$ cat src/rtl/cfl2_pkg.sv
// ----------------------------------------------------------------------------
// cfl2_pkg
// Shared types and constants for the chroma fold and L2 normalize block.
// ----------------------------------------------------------------------------
`default_nettype none

package cfl2_pkg;

   localparam int unsigned FRAC_BITS   = 15;
   localparam int unsigned Q15_ONE     = 32768;
   localparam int unsigned CSR_W       = 6;
   localparam int unsigned OUT_W       = 16;
   localparam int unsigned IN_W        = 16;
   localparam logic [CSR_W-1:0] SIZE_RESET = 6'd12;

   typedef struct packed {
      logic load;
      logic sq_step;
      logic sqrt_init;
      logic sqrt_step;
      logic div_init;
      logic div_step;
      logic emit;
      logic next_k;
      logic clear;
   } cfl2_cmd_type;

   typedef struct packed {
      logic sq_done;
      logic sqrt_done;
      logic div_done;
      logic out_free;
      logic k_last;
   } cfl2_sts_type;

endpackage

`default_nettype wire

$ cat src/rtl/chroma_fold_l2_normalize.sv
// ----------------------------------------------------------------------------
// chroma_fold_l2_normalize
// Folds a semitone frame into a chroma vector and scales it to unit L2 norm.
// ----------------------------------------------------------------------------
// req_* carries one Q8.8 bin per word, req_last_bin closes the frame. Bins are
// taken one per cycle while the block is loading. After the last bin, req_stall
// stays high while the block forms the sum of squares (one squarer),
// the integer root (one bit per cycle) and then, per chroma bin, a bit-serial
// divide before the word is loaded into the rsp_* output register. S =
// octave_size, clamped to 1..MAX_OCTAVE_SIZE.
// Frames in error or with zero energy skip the divides.
// rsp_stall holds the output word and pauses the sequencer; req_stall stays
// high until the last word of the frame is in the output register.
// csr_wr_en writes octave_size and clears the frame in progress; write only
// while idle. Reset sets octave_size to 12 and clears accumulators and rsp_valid.
// ----------------------------------------------------------------------------
`default_nettype none

module chroma_fold_l2_normalize #(
   parameter int unsigned MAX_OCTAVE_SIZE = 32,
   parameter int unsigned MAX_OCTAVES     = 16,
   parameter int unsigned SAMPLE_WIDTH    = 16
) (
   input  wire logic                        clock,
   input  wire logic                        reset,
   input  wire logic                        csr_wr_en,
   input  wire logic [cfl2_pkg::CSR_W-1:0]  csr_wr_data,
   input  wire logic                        req_valid,
   output logic                             req_stall,
   input  wire logic [cfl2_pkg::IN_W-1:0]   req_bin_value,
   input  wire logic                        req_last_bin,
   output logic                             rsp_valid,
   input  wire logic                        rsp_stall,
   output logic [cfl2_pkg::OUT_W-1:0]       rsp_chroma_value,
   output logic                             rsp_last_chroma,
   output logic                             rsp_frame_error
);
   import cfl2_pkg::*;

   cfl2_cmd_type cmd;
   cfl2_sts_type sts;

   cfl2_ctrl u_ctrl (
      .clock        (clock),
      .reset        (reset),
      .req_valid    (req_valid),
      .req_last_bin (req_last_bin),
      .req_stall    (req_stall),
      .sts          (sts),
      .cmd          (cmd)
   );

   cfl2_dp #(
      .MAX_OCTAVE_SIZE (MAX_OCTAVE_SIZE),
      .MAX_OCTAVES     (MAX_OCTAVES),
      .SAMPLE_WIDTH    (SAMPLE_WIDTH)
   ) u_dp (
      .clock            (clock),
      .reset            (reset),
      .csr_wr_en        (csr_wr_en),
      .csr_wr_data      (csr_wr_data),
      .req_bin_value    (req_bin_value),
      .req_last_bin     (req_last_bin),
      .rsp_valid        (rsp_valid),
      .rsp_stall        (rsp_stall),
      .rsp_chroma_value (rsp_chroma_value),
      .rsp_last_chroma  (rsp_last_chroma),
      .rsp_frame_error  (rsp_frame_error),
      .cmd              (cmd),
      .sts              (sts)
   );

endmodule

`default_nettype wire

$ cat src/rtl/cfl2_ctrl.sv
// ----------------------------------------------------------------------------
// cfl2_ctrl
// Sequencer: bin load, sum of squares, square root, per-bin divide and emit.
// ----------------------------------------------------------------------------
`default_nettype none

module cfl2_ctrl (
   input  wire logic                  clock,
   input  wire logic                  reset,
   input  wire logic                  req_valid,
   input  wire logic                  req_last_bin,
   output logic                       req_stall,
   input  wire cfl2_pkg::cfl2_sts_type sts,
   output cfl2_pkg::cfl2_cmd_type     cmd
);
   import cfl2_pkg::*;

   localparam logic [2:0] ST_LOAD  = 3'd0;
   localparam logic [2:0] ST_SUMSQ = 3'd1;
   localparam logic [2:0] ST_SQRT  = 3'd2;
   localparam logic [2:0] ST_DIVI  = 3'd3;
   localparam logic [2:0] ST_DIVS  = 3'd4;
   localparam logic [2:0] ST_EMIT  = 3'd5;

   logic [2:0] state_ff;
   logic [2:0] state_in;

   assign req_stall = (state_ff != ST_LOAD);

   always_comb begin
      cmd      = '0;
      state_in = state_ff;
      unique case (state_ff)
         ST_LOAD: begin
            if (req_valid) begin
               cmd.load = 1'b1;
               if (req_last_bin) state_in = ST_SUMSQ;
            end
         end
         ST_SUMSQ: begin
            cmd.sq_step = 1'b1;
            if (sts.sq_done) begin
               cmd.sqrt_init = 1'b1;
               state_in      = ST_SQRT;
            end
         end
         ST_SQRT: begin
            cmd.sqrt_step = 1'b1;
            if (sts.sqrt_done) state_in = ST_DIVI;
         end
         ST_DIVI: begin
            cmd.div_init = 1'b1;
            state_in     = ST_DIVS;
         end
         ST_DIVS: begin
            cmd.div_step = 1'b1;
            if (sts.div_done) state_in = ST_EMIT;
         end
         ST_EMIT: begin
            if (sts.out_free) begin
               cmd.emit = 1'b1;
               if (sts.k_last) begin
                  cmd.clear = 1'b1;
                  state_in  = ST_LOAD;
               end else begin
                  cmd.next_k = 1'b1;
                  state_in   = ST_DIVI;
               end
            end
         end
         default: state_in = ST_LOAD;
      endcase
   end

   always_ff @(posedge clock) begin
      if (reset) state_ff <= ST_LOAD;
      else       state_ff <= state_in;
   end

endmodule

`default_nettype wire

$ cat src/rtl/cfl2_dp.sv
// ----------------------------------------------------------------------------
// cfl2_dp
// Accumulators, squarer, bit-serial square root and divider, output register.
// ----------------------------------------------------------------------------
`default_nettype none

module cfl2_dp #(
   parameter int unsigned MAX_OCTAVE_SIZE = 32,
   parameter int unsigned MAX_OCTAVES     = 16,
   parameter int unsigned SAMPLE_WIDTH    = 16
) (
   input  wire logic                        clock,
   input  wire logic                        reset,
   input  wire logic                        csr_wr_en,
   input  wire logic [cfl2_pkg::CSR_W-1:0]  csr_wr_data,
   input  wire logic [cfl2_pkg::IN_W-1:0]   req_bin_value,
   input  wire logic                        req_last_bin,
   output logic                             rsp_valid,
   input  wire logic                        rsp_stall,
   output logic [cfl2_pkg::OUT_W-1:0]       rsp_chroma_value,
   output logic                             rsp_last_chroma,
   output logic                             rsp_frame_error,
   input  wire cfl2_pkg::cfl2_cmd_type      cmd,
   output cfl2_pkg::cfl2_sts_type           sts
);
   import cfl2_pkg::*;

   localparam int unsigned VW     = (SAMPLE_WIDTH < IN_W) ? SAMPLE_WIDTH : IN_W;
   localparam int unsigned ACC_W  = VW + $clog2(MAX_OCTAVES + 1);
   localparam int unsigned POS_W  = (MAX_OCTAVE_SIZE > 1) ? $clog2(MAX_OCTAVE_SIZE) : 1;
   localparam int unsigned CNT_W  = $clog2(MAX_OCTAVE_SIZE + 1);
   localparam int unsigned OCT_W  = $clog2(MAX_OCTAVES + 1);
   localparam int unsigned PROD_W = 2 * ACC_W;
   localparam int unsigned SUM_W  = PROD_W + $clog2(MAX_OCTAVE_SIZE) + 1;
   localparam int unsigned ROOT_W = (SUM_W + 1) / 2;
   localparam int unsigned RAD_W  = 2 * ROOT_W;
   localparam int unsigned NUM_W  = ACC_W + FRAC_BITS + 1;
   localparam int unsigned SQC_W  = $clog2(ROOT_W + 1);
   localparam int unsigned DVC_W  = $clog2(NUM_W + 1);

   logic [CSR_W-1:0]  size_ff;
   logic [CNT_W-1:0]  s_eff;
   logic [ACC_W-1:0]  acc_ff [MAX_OCTAVE_SIZE];
   logic [POS_W-1:0]  pos_ff, pos_in;
   logic [OCT_W-1:0]  oct_ff, oct_in;
   logic              ovf_ff, ovf_in;
   logic              err_ff;
   logic              full;
   logic              wrap;
   logic              wipe;
   logic [CNT_W-1:0]  k_ff;
   logic [ACC_W-1:0]  acc_k;
   logic [PROD_W-1:0] prod_ff;
   logic              prod_vld_ff;
   logic [SUM_W-1:0]  sum_ff;
   logic [RAD_W-1:0]  rad_ff;
   logic [ROOT_W-1:0] sqrem_ff;
   logic [ROOT_W-1:0] root_ff;
   logic [SQC_W-1:0]  sqc_ff;
   logic [ROOT_W+1:0] sq_r, sq_t;
   logic [NUM_W-1:0]  num_ff;
   logic [ROOT_W-1:0] dvrem_ff;
   logic [DVC_W-1:0]  dvc_ff;
   logic [ROOT_W:0]   dv_r;
   logic              skip;
   logic [OUT_W-1:0]  q_val;
   logic              rsp_valid_ff;
   logic [OUT_W-1:0]  value_ff;
   logic              last_ff, ferr_ff;

   always_comb begin
      if (size_ff == '0)
         s_eff = CNT_W'(1);
      else if ({1'b0, size_ff} > (CSR_W+1)'(MAX_OCTAVE_SIZE))
         s_eff = CNT_W'(MAX_OCTAVE_SIZE);
      else
         s_eff = CNT_W'(size_ff);
   end

   assign wipe  = reset || csr_wr_en || cmd.clear;
   assign full  = (oct_ff == OCT_W'(MAX_OCTAVES));
   assign wrap  = ((CNT_W'(pos_ff) + CNT_W'(1)) == s_eff);
   assign acc_k = acc_ff[k_ff[POS_W-1:0]];

   always_comb begin
      pos_in = pos_ff;
      oct_in = oct_ff;
      ovf_in = ovf_ff;
      if (full) begin
         ovf_in = 1'b1;
      end else if (wrap) begin
         pos_in = '0;
         oct_in = oct_ff + OCT_W'(1);
      end else begin
         pos_in = pos_ff + POS_W'(1);
      end
   end

   always_ff @(posedge clock) begin
      if (reset) size_ff <= SIZE_RESET;
      else if (csr_wr_en) size_ff <= csr_wr_data;
   end

   always_ff @(posedge clock) begin
      if (wipe) begin
         for (int i = 0; i < MAX_OCTAVE_SIZE; i++) acc_ff[i] <= '0;
         pos_ff <= '0;
         oct_ff <= '0;
         ovf_ff <= 1'b0;
      end else if (cmd.load) begin
         if (!full)
            acc_ff[pos_ff] <= acc_ff[pos_ff] + ACC_W'(req_bin_value[VW-1:0]);
         pos_ff <= pos_in;
         oct_ff <= oct_in;
         ovf_ff <= ovf_in;
      end
   end

   // sum of squares, one accumulator per cycle
   always_ff @(posedge clock) begin
      if (cmd.load && req_last_bin) begin
         err_ff      <= ovf_in || (pos_in != '0);
         k_ff        <= '0;
         sum_ff      <= '0;
         prod_vld_ff <= 1'b0;
      end else if (cmd.sqrt_init) begin
         k_ff <= '0;
      end else if (cmd.sq_step) begin
         if (prod_vld_ff) sum_ff <= sum_ff + SUM_W'(prod_ff);
         if (k_ff < s_eff) begin
            prod_ff     <= acc_k * acc_k;
            prod_vld_ff <= 1'b1;
            k_ff        <= k_ff + CNT_W'(1);
         end else begin
            prod_vld_ff <= 1'b0;
         end
      end else if (cmd.next_k) begin
         k_ff <= k_ff + CNT_W'(1);
      end
   end

   // square root, one result bit per cycle
   assign sq_r = {sqrem_ff, rad_ff[RAD_W-1 -: 2]};
   assign sq_t = {root_ff, 2'b01};

   always_ff @(posedge clock) begin
      if (cmd.sqrt_init) begin
         rad_ff   <= RAD_W'(sum_ff);
         sqrem_ff <= '0;
         root_ff  <= '0;
         sqc_ff   <= SQC_W'(ROOT_W);
      end else if (cmd.sqrt_step && sqc_ff != '0) begin
         rad_ff <= rad_ff << 2;
         sqc_ff <= sqc_ff - SQC_W'(1);
         if (sq_r >= sq_t) begin
            sqrem_ff <= ROOT_W'(sq_r - sq_t);
            root_ff  <= {root_ff[ROOT_W-2:0], 1'b1};
         end else begin
            sqrem_ff <= ROOT_W'(sq_r);
            root_ff  <= {root_ff[ROOT_W-2:0], 1'b0};
         end
      end
   end

   // restoring divide, quotient shifts into the numerator register
   assign dv_r = {dvrem_ff, num_ff[NUM_W-1]};
   assign skip = err_ff || (root_ff == '0);

   always_ff @(posedge clock) begin
      if (cmd.div_init) begin
         num_ff   <= (NUM_W'(acc_k) << FRAC_BITS) + NUM_W'(root_ff >> 1);
         dvrem_ff <= '0;
         dvc_ff   <= DVC_W'(NUM_W);
      end else if (cmd.div_step && dvc_ff != '0) begin
         dvc_ff <= dvc_ff - DVC_W'(1);
         if (dv_r >= {1'b0, root_ff}) begin
            dvrem_ff <= ROOT_W'(dv_r - {1'b0, root_ff});
            num_ff   <= {num_ff[NUM_W-2:0], 1'b1};
         end else begin
            dvrem_ff <= ROOT_W'(dv_r);
            num_ff   <= {num_ff[NUM_W-2:0], 1'b0};
         end
      end
   end

   always_comb begin
      if (skip)
         q_val = '0;
      else if (num_ff > NUM_W'(Q15_ONE))
         q_val = OUT_W'(Q15_ONE);
      else
         q_val = num_ff[OUT_W-1:0];
   end

   always_ff @(posedge clock) begin
      if (reset) begin
         rsp_valid_ff <= 1'b0;
      end else if (cmd.emit) begin
         rsp_valid_ff <= 1'b1;
      end else if (!rsp_stall) begin
         rsp_valid_ff <= 1'b0;
      end
   end

   always_ff @(posedge clock) begin
      if (cmd.emit) begin
         value_ff <= q_val;
         last_ff  <= (k_ff == s_eff - CNT_W'(1));
         ferr_ff  <= err_ff;
      end
   end

   assign sts.sq_done   = (k_ff == s_eff) && !prod_vld_ff;
   assign sts.sqrt_done = (sqc_ff == '0);
   assign sts.div_done  = skip || (dvc_ff == '0);
   assign sts.out_free  = !rsp_valid_ff || !rsp_stall;
   assign sts.k_last    = (k_ff == s_eff - CNT_W'(1));

   assign rsp_valid        = rsp_valid_ff;
   assign rsp_chroma_value = value_ff;
   assign rsp_last_chroma  = last_ff;
   assign rsp_frame_error  = ferr_ff;

endmodule

`default_nettype wire

$ cat config.mk
export PLATFORM = sky130hd
export DESIGN_NAME = chroma_fold_l2_normalize
export DESIGN_NICKNAME = d
export VERILOG_FILES = /design/src/rtl/cfl2_pkg.sv /design/src/rtl/chroma_fold_l2_normalize.sv /design/src/rtl/cfl2_ctrl.sv /design/src/rtl/cfl2_dp.sv
export SDC_FILE = /design/constraint.sdc
export NUM_CORES = 2
export LEC_CHECK = 0
export ABC_AREA = 1
export BUFFER_PORTS_ARGS = -buffer_cell sky130_fd_sc_hd__buf_4
export CAP_MARGIN = 20
export CORE_MARGIN = 3
export CORE_UTILIZATION = 40
export CTS_BUF_LIST = sky130_fd_sc_hd__clkbuf_16
export CTS_CLUSTER_DIAMETER = 40
export DETAILED_ROUTE_END_ITERATION = 8
export PLACE_DENSITY = 0.55
export SLEW_MARGIN = 20
export SYNTH_ARGS = -nofsm -noshare
export SYNTH_HDL_FRONTEND = slang
export SYNTH_SLANG_ARGS = --single-unit
$ cat constraint.sdc
create_clock -name clock -period 8.3 [get_ports clock]
set_input_delay 2.49 -clock clock [delete_from_list [all_inputs] [get_ports clock]]
set_output_delay 2.49 -clock clock [all_outputs]
set_load 0.02 [all_outputs]
==> impl_metrics.csv <==
group,metric,value,unit
detailed_routing,drc,0,
global_routing,grt_use_total,29.2,%
floorplan,die_h,421,um
logic_synthesis,yosys_most_used_dff,"edfxtp_1",
cts,cts_max_path_buffers,3,
detailed_routing,via_count,61135,
logic_synthesis,yosysUniqueCellTypes,60,
cts,clk_root_buffer_cell,"clkbuf_16",
floorplan,io-pin-count,48,
floorplan,floorplan.rows,151,
cells_and_area,num-fill-cells,16363,
sta,final-max-slew-violation-count,46,
logic_synthesis,synth_area,68800,um^2
cts,worst_skew_pair.late_latency,0.83,ns
sta,hold_viol,0,
logic_synthesis,syn_inst,8272,
logic_synthesis,synth_top_cell_area_share,35.7,%
flow_run,cap_viol_max_count,0,
detailed_routing,vias_per_cell,5.73,
logic_synthesis,synthTopCellsByArea,"edfxtp_1, fa_1, nor2_1, nand2_1, o21ai_0",
critical_path,r2r_end,"u_dp.prod_ff[32]$_DFFE_PP_",
global_routing,grt_util_met1,36.1,%
detailed_routing,wl_per_cell,24.8,um
cells_and_area,area.growth.synth_to_final,14.9,%
global_routing,grt_util_met2,47.2,%
detailed_routing,postRouteWirelength,265,mm
logic_synthesis,synth_sequential_area_ratio,40.6,%
critical_path,worstPathRequired,8.87,ns
cts,cts_buffers,161,
cells_and_area,multi_input_comb_area,35600,um^2
global_routing,largest_net_degree_at_the_start_of_global_routing,210,
place,hpwlAfterDp,180,mm
critical_path,crit_end,"u_dp.prod_ff[32]$_DFFE_PP_",
global_routing,grt_antenna_before_repair,3,
cts,tritoncts,"built",
detailed_routing,drt.antenna.violating_nets,0,
global_routing,grt_first_pass_wirelength,384,mm
logic_synthesis,synthArstFlopShare,0,%
cells_and_area,seq_area,27900,um^2
cts,holdBufCountCts,0,
sta,fin_tns_setup,0,ns
critical_path,worst_path_most_repeated_cell,"fa_1",
floorplan,fp.dieW,421,um
critical_path,rrSetupSlack,0.24,ns
logic_synthesis,yosys_register_bits,986,
status,violations_in_the_final_reports,"max-slew violations",
sta,tightest_slew,1.52,ns
status,run_status,"finished with violations",
sta,final.setup_skew,0.0541,ns
critical_path,timing.critical_path.fanout_max,11,
sta,maxClockFrequency,124,MHz
global_routing,grt-busiest-layer,"met2",
critical_path,rr_worst_depth,36,
worst_hold_path,holdCritPathClass,"reg2reg",
logic_synthesis,avgSynthCellArea,8.31,um^2
detailed_routing,drtIter0Drc,6661,
global_routing,vias_in_the_first_global_route,59719,
cells_and_area,antenna-diode-count,0,
sta,relSlewSlack,-1.36,%
floorplan,die_area,177000,um^2
logic_synthesis,yosys_warnings,0,
logic_synthesis,synth_top_cells_by_count,"nor2_1, nand2_1, inv_1",
logic_synthesis,yosysMostFrequentCell,"nor2_1",
detailed_routing,first_pass_iters,6,
floorplan,start_util,40.4,%
cts,clkSlewWorstSetupHoldPaths,0.06,ns
cells_and_area,fin_nets,8933,
cts,htree_num_levels,4,
cts,clock-sinks,986,
global_routing,grt.met3_usage,5.38,%
global_routing,globalRouteOverflowTotal,0,
place,placement.io_buffers,47,
critical_path,slowest_stage,"fa_1",
sta,setup_viol,0,
logic_synthesis,synth_edf_count,817,
logic_synthesis,synth_top_cell_by_area,"edfxtp_1",
critical_path,worst_ep_arrival_time,8.64,ns
critical_path,cp-end-kind,"register",
logic_synthesis,synth.net_count,8895,
critical_path,critical-path-max-stage-delay,0.55,ns
sta,timing.final.crit_period,8.06,ns
place,routabilityCongestion,0.947,
sta,period_share,97.1,%
critical_path,critical_path_class,"reg2reg",
cells_and_area,post_route_cells_drive_above_1_share,10.6,%
floorplan,placeableCoreArea,170000,um^2
critical_path,setup.worst_path.start_class,"register",
what timing repair did:
item,in CTS,in global routing
hold endpoints to repair,0,0
gates cloned,1,12
buffers inserted,2,25
resized for setup,6,160
setup endpoints to repair,5,24
pin swaps,0,25
state kept, by name (all words and copies together) (netlist names), named ones only:
name,flops
u_dp.dvrem_ff,24
u_dp.rsp_last_chroma,1
u_dp.prod_vld_ff,1
u_dp.k_ff,6
u_dp.pos_ff,5
u_dp.rsp_valid,1
u_dp.sqc_ff,5
u_dp.err_ff,1
u_dp.rad_ff,48
u_dp.root_ff,24
u_dp.sum_ff,48
u_dp.acc_ff,672
u_dp.oct_ff,5
u_dp.rsp_chroma_value,16
u_dp.sqrem_ff,24
u_ctrl.state_ff,3
u_dp.num_ff,37
u_dp.prod_ff,41
u_dp.rsp_frame_error,1
u_dp.size_ff,6
u_dp.ovf_ff,1
u_dp.dvc_ff,6
worst min-delay path by stage:
stage / start / end / slack (ns) / cells after the start
floorplan: u_dp.err_ff$_DFFE_PP_ / u_dp.rsp_frame_error$_DFFE_PP_ / 0.43 / 0
global placement: u_dp.dvc_ff[5]$_SDFFE_PP1P_ / u_dp.dvc_ff[5]$_SDFFE_PP1P_ / 0.44 / 2
detailed placement: u_dp.sqc_ff[0]$_SDFFE_PP0P_ / u_dp.sqc_ff[0]$_SDFFE_PP0P_ / 0.45 / 1
CTS: u_dp.sqc_ff[0]$_SDFFE_PP0P_ / u_dp.sqc_ff[0]$_SDFFE_PP0P_ / 0.46 / 1
global route: u_dp.sqc_ff[4]$_SDFFE_PP1P_ / u_dp.sqc_ff[4]$_SDFFE_PP1P_ / 0.49 / 2
finish: u_dp.sqc_ff[0]$_SDFFE_PP0P_ / u_dp.sqc_ff[0]$_SDFFE_PP0P_ / 0.46 / 1
critical path: cells and delay by family (launching register included):
family,cells,cell delay (ns)
AND/OR/NAND/NOR,8,1.02
flip-flops,1,0.35
adder cells (fa/ha/maj),8,3.87
buffers and inverters,15,1.73
AO/OA/AOI/OAI,4,0.67
XOR/XNOR,1,0.11
cells in the final DEF, fill, tap and decap left out, drive strengths merged, types with 9 or more instances in the layout:
cell type  instances
a21boi            11
a21o              26
a21oi            304
a31oi             41
a32oi             11
buf              363
bufinv            20
clkbuf           174
clkinv            72
clkinvlp          18
dfxtp            169
edfxtp           817
fa               313
ha               282
inv              911
nand2           1413
nand3            521
nand3b             9
nand4             39
nor2            1618
nor3              44
nor4              18
o211ai            37
o21a              12
o21ai            765
o21bai            17
o221ai           164
o22ai             83
xnor2             57
xor2              87
metrics by stage:
| stage | instances | util, % | hold WS, ns | setup WS, ns | instance area [um^2] |
|---|---|---|---|---|---|
| final | 10665 | 46.5 | 0.459 | 0.240 | 79000 |
| after global routing | 10665 | 46.5 | 0.488 | -0.0270 | 79000 |
| after CTS | 10629 | 45.8 | 0.461 | 0.0158 | 77900 |
| after detailed placement | 10326 | 42.5 | 0.447 | -0.0177 | 72200 |
| after global placement | 10325 | 42.4 | 0.441 | -0.0143 | 72200 |
| after floorplan | 8272 | - | 0.426 | 0.882 | 68800 |
layout make-up:
type                    count  area share (%)
repair inverters            2          0.0348
inverters                 882            4.28
repair buffers            374            4.74
well taps                2218            3.51
clock buffers             163            5.16
multi-input cells        5903            45.0
flip-flops and latches    986            35.4
clock inverters           137            1.91
routing by layer:
metal,routed length (um),up-vias
li1,-,27685
met1,102000,29543
met2,122000,3155
met3,23000,746
met4,17700,6
met5,37,-
cells by family after synthesis:
kind of cell             count (synthesis)  synth area share (%)
AO/OA/AOI/OAI                         1492                  12.6
XOR/XNOR                               144                  1.85
adder cells (fa/ha/maj)                595                  14.2
buffers and inverters                 1383                  8.72
flip-flops                             986                  40.6
multiplexers                             1                0.0146
AND/OR/NAND/NOR                       3671                  21.9
Power is left out: the tool's default activity adds up to more than one toggle a clock period on the data nets, which glitch-free logic cannot reach.
